[src/rtl/core/wdq_pkg.sv]
package wdq_pkg;

    // field and datapath widths
    localparam int HourW     = 5;
    localparam int MinuteW   = 6;
    localparam int SecondW   = 6;
    localparam int IntervalW = 17;
    localparam int QuietMinW = 11;
    localparam int DelayW    = 18;
    localparam int TimeW     = 17;
    localparam int CfgIndexW = 3;
    localparam int CfgDataW  = 17;
    localparam int InDataW   = 24;
    localparam int OutDataW  = 24;

    // time constants
    localparam logic [TimeW-1:0] SecPerHour = TimeW'(3600);
    localparam logic [TimeW-1:0] SecPerMin  = TimeW'(60);
    localparam int               SecPerDay  = 86400;
    localparam int               MinDelay   = 60;
    localparam int               OutMax     = 262143;

    // register reset values
    localparam logic [IntervalW-1:0] IntervalReset   = IntervalW'(3600);
    localparam logic [QuietMinW-1:0] QuietStartReset = QuietMinW'(1380);
    localparam logic [QuietMinW-1:0] QuietEndReset   = QuietMinW'(420);

    // register indexes
    typedef enum logic [CfgIndexW-1:0] {
        REG_INTERVAL    = 3'd0,
        REG_ALIGN       = 3'd1,
        REG_QUIET_EN    = 3'd2,
        REG_QUIET_START = 3'd3,
        REG_QUIET_END   = 3'd4
    } cfg_reg_t;

endpackage

[src/rtl/core/wakeup_delay_with_quiet_window.sv]
// Wake-up delay calculator. Each beat on s_ carries a time of day and returns the
// seconds until the next wake-up on m_. One beat is taken every cycle unless m_tready
// stalls the output. A 17-stage remainder pipeline (one restoring step per stage)
// finds the position of the time, and of the quiet window end, on the
// interval grid. The block keeps no state between beats. Configuration writes are
// taken at any time with cfg_ready high, but must only be issued while no beat is in
// flight.
module wakeup_delay_with_quiet_window (
    input  logic                          aclk,
    input  logic                          aresetn,
    input  logic                          s_tvalid,
    output logic                          s_tready,
    // hour_of_day [4:0], minute_of_hour [10:5], second_of_minute [16:11], zeros above
    input  logic [wdq_pkg::InDataW-1:0]   s_tdata,
    output logic                          m_tvalid,
    input  logic                          m_tready,
    // wake_delay_seconds [17:0], zeros above
    output logic [wdq_pkg::OutDataW-1:0]  m_tdata,
    input  logic                          cfg_valid,
    output logic                          cfg_ready,
    input  logic [wdq_pkg::CfgIndexW-1:0] cfg_index,
    input  logic [wdq_pkg::CfgDataW-1:0]  cfg_data
);
    import wdq_pkg::*;

    localparam int Last = TimeW + 2;

    logic [IntervalW-1:0] interval_reg;
    logic                 align_reg;
    logic                 quiet_en_reg;
    logic [QuietMinW-1:0] quiet_start_reg;
    logic [QuietMinW-1:0] quiet_end_reg;
    logic [Last:0]        valid_reg;
    logic                 en;

    // configuration registers
    assign cfg_ready = 1'b1;
    always_ff @(posedge aclk) begin
        if (!aresetn) begin
            interval_reg    <= IntervalReset;
            align_reg       <= 1'b0;
            quiet_en_reg    <= 1'b0;
            quiet_start_reg <= QuietStartReset;
            quiet_end_reg   <= QuietEndReset;
        end else if (cfg_valid) begin
            case (cfg_index)
                REG_INTERVAL:    interval_reg    <= cfg_data[IntervalW-1:0];
                REG_ALIGN:       align_reg       <= cfg_data[0];
                REG_QUIET_EN:    quiet_en_reg    <= cfg_data[0];
                REG_QUIET_START: quiet_start_reg <= cfg_data[QuietMinW-1:0];
                REG_QUIET_END:   quiet_end_reg   <= cfg_data[QuietMinW-1:0];
                default: ;
            endcase
        end
    end

    // derived configuration values
    logic [TimeW-1:0] iv;
    logic [TimeW-1:0] qs_sec;
    logic [TimeW-1:0] qe_sec;
    assign iv     = (interval_reg == '0) ? TimeW'(1) : interval_reg;
    assign qs_sec = TimeW'({6'b0, quiet_start_reg} * SecPerMin);
    assign qe_sec = TimeW'({6'b0, quiet_end_reg} * SecPerMin);

    // global stall: everything moves when the output slot is free or taken
    assign en       = !valid_reg[Last] || m_tready;
    assign s_tready = en;
    assign m_tvalid = valid_reg[Last];

    always_ff @(posedge aclk) begin
        if (!aresetn) begin
            valid_reg <= '0;
        end else if (en) begin
            valid_reg <= {valid_reg[Last-1:0], s_tvalid};
        end
    end

    // stage 0: seconds since midnight
    logic [TimeW-1:0] now_next;
    logic [TimeW-1:0] now_reg;
    logic [TimeW-1:0] qe0_reg;
    assign now_next = TimeW'(s_tdata[HourW-1:0]) * SecPerHour
                    + TimeW'(s_tdata[HourW+MinuteW-1:HourW]) * SecPerMin
                    + TimeW'(s_tdata[HourW+MinuteW+SecondW-1:HourW+MinuteW]);
    always_ff @(posedge aclk) begin
        if (en) begin
            now_reg <= now_next;
            qe0_reg <= qe_sec;
        end
    end

    // remainder lanes: time of day and window end against the interval
    logic [TimeW-1:0] now_d;
    logic [TimeW-1:0] rem_now;
    logic [TimeW-1:0] qe_d;
    logic [TimeW-1:0] rem_qe;

    wdq_rem_pipe #(.W(TimeW)) u_now_rem (
        .aclk    (aclk),
        .en      (en),
        .num_in  (now_reg),
        .dvs     (iv),
        .num_out (now_d),
        .rem_out (rem_now)
    );

    wdq_rem_pipe #(.W(TimeW)) u_qe_rem (
        .aclk    (aclk),
        .en      (en),
        .num_in  (qe0_reg),
        .dvs     (iv),
        .num_out (qe_d),
        .rem_out (rem_qe)
    );

    // stage a: tentative delay and window end, aligned to the grid when align_reg is set
    logic [TimeW-1:0]  to_slot;
    logic [DelayW-1:0] delay_next;
    logic [DelayW-1:0] target_next;
    logic [DelayW-1:0] delay_reg;
    logic [DelayW-1:0] target_reg;
    logic [TimeW-1:0]  now_a_reg;

    always_comb begin
        to_slot = iv - rem_now;
        if (align_reg) begin
            if (to_slot < TimeW'(MinDelay)) begin
                delay_next = DelayW'(to_slot) + DelayW'(iv);
            end else begin
                delay_next = DelayW'(to_slot);
            end
            target_next = DelayW'(qe_d - rem_qe)
                        + ((rem_qe != '0) ? DelayW'(iv) : '0);
        end else begin
            delay_next  = DelayW'(iv);
            target_next = DelayW'(qe_d);
        end
    end

    always_ff @(posedge aclk) begin
        if (en) begin
            delay_reg  <= delay_next;
            target_reg <= target_next;
            now_a_reg  <= now_d;
        end
    end

    // stage b: quiet window check and final delay
    logic [18:0]        wake0;
    logic [18:0]        wake1;
    logic [18:0]        wake;
    logic               in_quiet;
    logic signed [20:0] diff;
    logic signed [20:0] dq;
    logic [DelayW-1:0]  result_next;
    logic [DelayW-1:0]  result_reg;

    always_comb begin
        wake0 = 19'(now_a_reg) + 19'(delay_reg);
        wake1 = (wake0 >= 19'(SecPerDay)) ? wake0 - 19'(SecPerDay) : wake0;
        wake  = (wake1 >= 19'(SecPerDay)) ? wake1 - 19'(SecPerDay) : wake1;

        if (qs_sec > qe_sec) begin
            in_quiet = (wake >= 19'(qs_sec)) || (wake < 19'(qe_sec));
        end else begin
            in_quiet = (wake >= 19'(qs_sec)) && (wake < 19'(qe_sec));
        end

        diff = $signed({3'b0, target_reg}) - $signed({4'b0, now_a_reg});
        if (qs_sec > qe_sec) begin
            if (now_a_reg < qe_sec && now_a_reg < qs_sec) begin
                dq = diff;
            end else begin
                dq = diff + 21'sd86400;
            end
        end else if (diff < 0) begin
            dq = diff + 21'sd86400;
        end else begin
            dq = diff;
        end

        if (!quiet_en_reg || !in_quiet) begin
            result_next = delay_reg;
        end else if (dq < 0) begin
            result_next = '0;
        end else if (dq > 21'(OutMax)) begin
            result_next = DelayW'(OutMax);
        end else begin
            result_next = dq[DelayW-1:0];
        end
    end

    always_ff @(posedge aclk) begin
        if (en) begin
            result_reg <= result_next;
        end
    end

    assign m_tdata = {(OutDataW - DelayW)'(0), result_reg};
endmodule

[src/rtl/core/wdq_rem_pipe.sv]
module wdq_rem_pipe #(
    parameter int W = wdq_pkg::TimeW
) (
    input  logic         aclk,
    input  logic         en,
    input  logic [W-1:0] num_in,
    input  logic [W-1:0] dvs,
    output logic [W-1:0] num_out,
    output logic [W-1:0] rem_out
);
    logic [W-1:0] rem_reg [W];
    logic [W-1:0] num_reg [W];

    // one restoring step per stage, msb of the dividend first
    for (genvar k = 0; k < W; k++) begin : g_stage
        logic [W-1:0] rem_prev;
        logic [W-1:0] num_prev;
        logic [W:0]   trial;
        logic [W-1:0] rem_next;

        if (k == 0) begin : g_first
            assign rem_prev = '0;
            assign num_prev = num_in;
        end else begin : g_rest
            assign rem_prev = rem_reg[k-1];
            assign num_prev = num_reg[k-1];
        end

        always_comb begin
            trial = {rem_prev, num_prev[W-1-k]};
            if (trial >= {1'b0, dvs}) begin
                rem_next = W'(trial - {1'b0, dvs});
            end else begin
                rem_next = trial[W-1:0];
            end
        end

        always_ff @(posedge aclk) begin
            if (en) begin
                rem_reg[k] <= rem_next;
                num_reg[k] <= num_prev;
            end
        end
    end

    assign num_out = num_reg[W-1];
    assign rem_out = rem_reg[W-1];
endmodule
[config.mk]
export PLATFORM = sky130hd
export DESIGN_NAME = wakeup_delay_with_quiet_window
export DESIGN_NICKNAME = d
export VERILOG_FILES = /design/src/rtl/core/wdq_pkg.sv /design/src/rtl/core/wakeup_delay_with_quiet_window.sv /design/src/rtl/core/wdq_rem_pipe.sv
export SDC_FILE = /design/constraint.sdc
export NUM_CORES = 2
export LEC_CHECK = 0
export ABC_AREA = 1
export BUFFER_PORTS_ARGS = -buffer_cell sky130_fd_sc_hd__buf_2
export CAP_MARGIN = 20
export CORE_MARGIN = 5
export CORE_UTILIZATION = 30
export CTS_CLUSTER_DIAMETER = 120
export DETAILED_ROUTE_END_ITERATION = 10
export SYNTH_ARGS = -nofsm -noshare
export SYNTH_HDL_FRONTEND = slang
export SYNTH_SLANG_ARGS = --single-unit
[constraint.sdc]
create_clock -name aclk -period 35.8 [get_ports aclk]
set_clock_uncertainty 0.15 [all_clocks]
set_input_delay 1.79 -clock aclk [delete_from_list [all_inputs] [get_ports aclk]]
set_output_delay 1.79 -clock aclk [all_outputs]
set_load 0.005 [all_outputs]
==> run metrics <==
status finished, final reports clean; Worst path slowest cell a21oi_1; RSZ-0062 raised after global routing false; max_cap viols 0; Final #Nets 8,705; worst min path class reg -> reg; Die H 518 um; actual slew at the worst max-slew pin 1.16 ns; Net Switching 3.29 mW; synthesized cell area 0.0775 sq mm; maximum fanout along the worst path 12; Worst VDD drop 0.0679 mV; Final Util 33.7%; Int Power 4.75 mW; count leader, synth edfxtp_1; Avg WL per Cell 16.6 um; first-pass GRT wire length 292,000 um; setup slack, reg-to-reg 28.26 ns; CTS clk-pin slew, worst paths 0.06 ns; clock sink total 1,286; Avg Synthesized Cell Area 10.1 sq um; cell taking the most area after synthesis edfxtp_1; hold path cells 0; EDFF count, synth 1,225; worst rel slew slack 22.7%; antenna cells 0; Starting Density 30.2%; post-CTS setup buffers 0; hold_sp u_qe_rem.num_reg[0][225]; Worst path max stage delay 0.84 ns; Max clock buf depth 3; total number of vias 55,318; # rows 186; Syn. warnings 0; most used cell, CP inv_1; gpl congestion 0.887; CTS Root Cell clkbuf_16; CP required 36.16 ns; Slew Viols, Final 0; antenna-violating nets left 0; Worst-Skew Late Latency 0.79 ns; clock share of power 17.8%; core area 0.257 sq mm; crit path DAT 7.89 ns; Tcrit/Tclk final 21.0%; Seq pwr share 33.8%; Commonest cells post-synth edfxtp_1, a21oi_1, nand2_1; sequential share of the synthesized area 49.0%; H-tree lvl count 4; final setup vio count 0; synth unique cells 65; total die area 0.269 sq mm; Reg-to-Reg End result_reg[12]; P per Cell Area 92.8 mW/mm^2; Port Buffers 61; Startpoint Class flop; Final TNS setup 0 ns; Iter 0 DRT Violations 4,222; Synth top area share 47.4%; Synth Register Bits 1,286; switch share 41.0%; Post-synth top flop edfxtp_1; chip width 518 um; Avg Vias per Cell 4.92; Fmax 133 MHz; area grow syn2layout 11.7%; Final Critical Period 7.54 ns; DRC violation count after routing 0; crit path launch quiet_end_reg[0]; r2r startpoint quiet_end_reg[0]; hold_buf cts 0; Hold EP u_qe_rem.num_reg[0][242]; post-DP HPWL 134,000 um; io pins 76; main area contributors after synthesis edfxtp_1, ha_1, a21oi_1, nand2_1, nor2_1; Final Hold Vio Count 0; gr ovfl total 0; Resized Gates After CTS 0; initial antenna violation count 10; cts bufs inserted 136; drt pass-1 iters 5; CTS tree done; Crit. End Element flop; Comb power frac 48.3%; share of layout cells above drive strength 1 6.09%; Async S/R FF share, synth 0%; GRT Total Usage 13.4%; final WL 187,000 um; LEAKAGE 37.2 nW; vias in the first global route 53,562; critical path class reg -> reg; Reg2Reg Depth 33; largest net degree at the start of global routing 177; synthesized netlist cell count 7,644
[kinds of logic (layout without fill, tap and decap cells)]
kind of cell / after synthesis / after routing / share of synthesized area [%]
AO/OA/AOI/OAI: 1798 / 1798 / 12.5
flip-flops: 1286 / 1286 / 49.0
adder cells (fa/ha/maj): 900 / 900 / 15.5
other: 2 / 7 / 0.00969
buffers and inverters: 883 / 1101 / 4.40
multiplexers: 13 / 13 / 0.189
XOR/XNOR: 570 / 570 / 6.44
AND/OR/NAND/NOR: 2192 / 2192 / 11.9
[metrics by stage]
step	power, mW	std cells	setup WS, ns	area, sq um	hold WS, ns
3_3_place_gp	6.47	10994	28.28	81900	0.251
3_5_place_dp	6.59	10998	28.33	82000	0.255
6_report	8.04	11251	28.26	86600	0.248
2_1_floorplan	5.62	7649	16.77	77600	0.250
4_1_cts	8.07	11247	28.24	86500	0.240
5_1_grt	8.71	11251	27.68	86600	0.250
[worst max-delay path by stage]
stage | end | cells after the start
floorplan | s_tready | 3
detailed placement | result_reg[12] | 32
global placement | result_reg[12] | 32
CTS | result_reg[12] | 32
global route | result_reg[12] | 32
finish | result_reg[12] | 33
[worst max-delay path: cells and delay by family, from the launching register on]
kind,cells,cell delay [ns]
adders and majority gates,4,1.84
AOI/OAI and AO/OA,11,2.32
and+or+nand+nor,12,1.54
DFF,1,0.49
xor gates and xnor gates,1,0.24
buffers and inverters,5,0.69
[power groups by stage]
| stage | Sequential [mW] | Clock (mW) | Combinational (mW) |
|---|---|---|---|
| after floorplan | 2.59 | 0 | 3.03 |
| after global placement | 2.73 | 0 | 3.73 |
| after detailed placement | 2.74 | 0 | 3.84 |
| after CTS | 2.72 | 1.48 | 3.87 |
| after global routing | 2.77 | 1.54 | 4.40 |
| final | 2.72 | 1.43 | 3.89 |
[routing by layer]
layer,routed length (um),up-vias,GRT usage (%),share of wire [%]
met5,27,-,0,0.014
met4,5750,4,4.25,3.1
met3,10400,361,2.11,5.5
met2,85100,1424,21.8,46
met1,85400,26366,18.3,46
li1,-,27163,-,-
[placed cells by master, fill, tap and decap left out, types with 105 or more instances in the layout]
cell	count
edfxtp_1	1225
a21oi_1	1137
nand2_1	930
ha_1	795
nor2_1	791
inv_1	695
o21ai_0	376
xor2_1	322
xnor2_1	248
nand3_1	194
clkbuf_16	140
fa_1	105
[area by class of cell]
type,instances,area (sq um)
tap,3384,4230
inverter,727,2740
clock inverter,92,955
sequential,1286,38000
clock buffer,157,3580
timing repair buffer,125,876
multi-input combinational,5480,36200
fill,25505,171000
(Power assumes the default switching activity.)
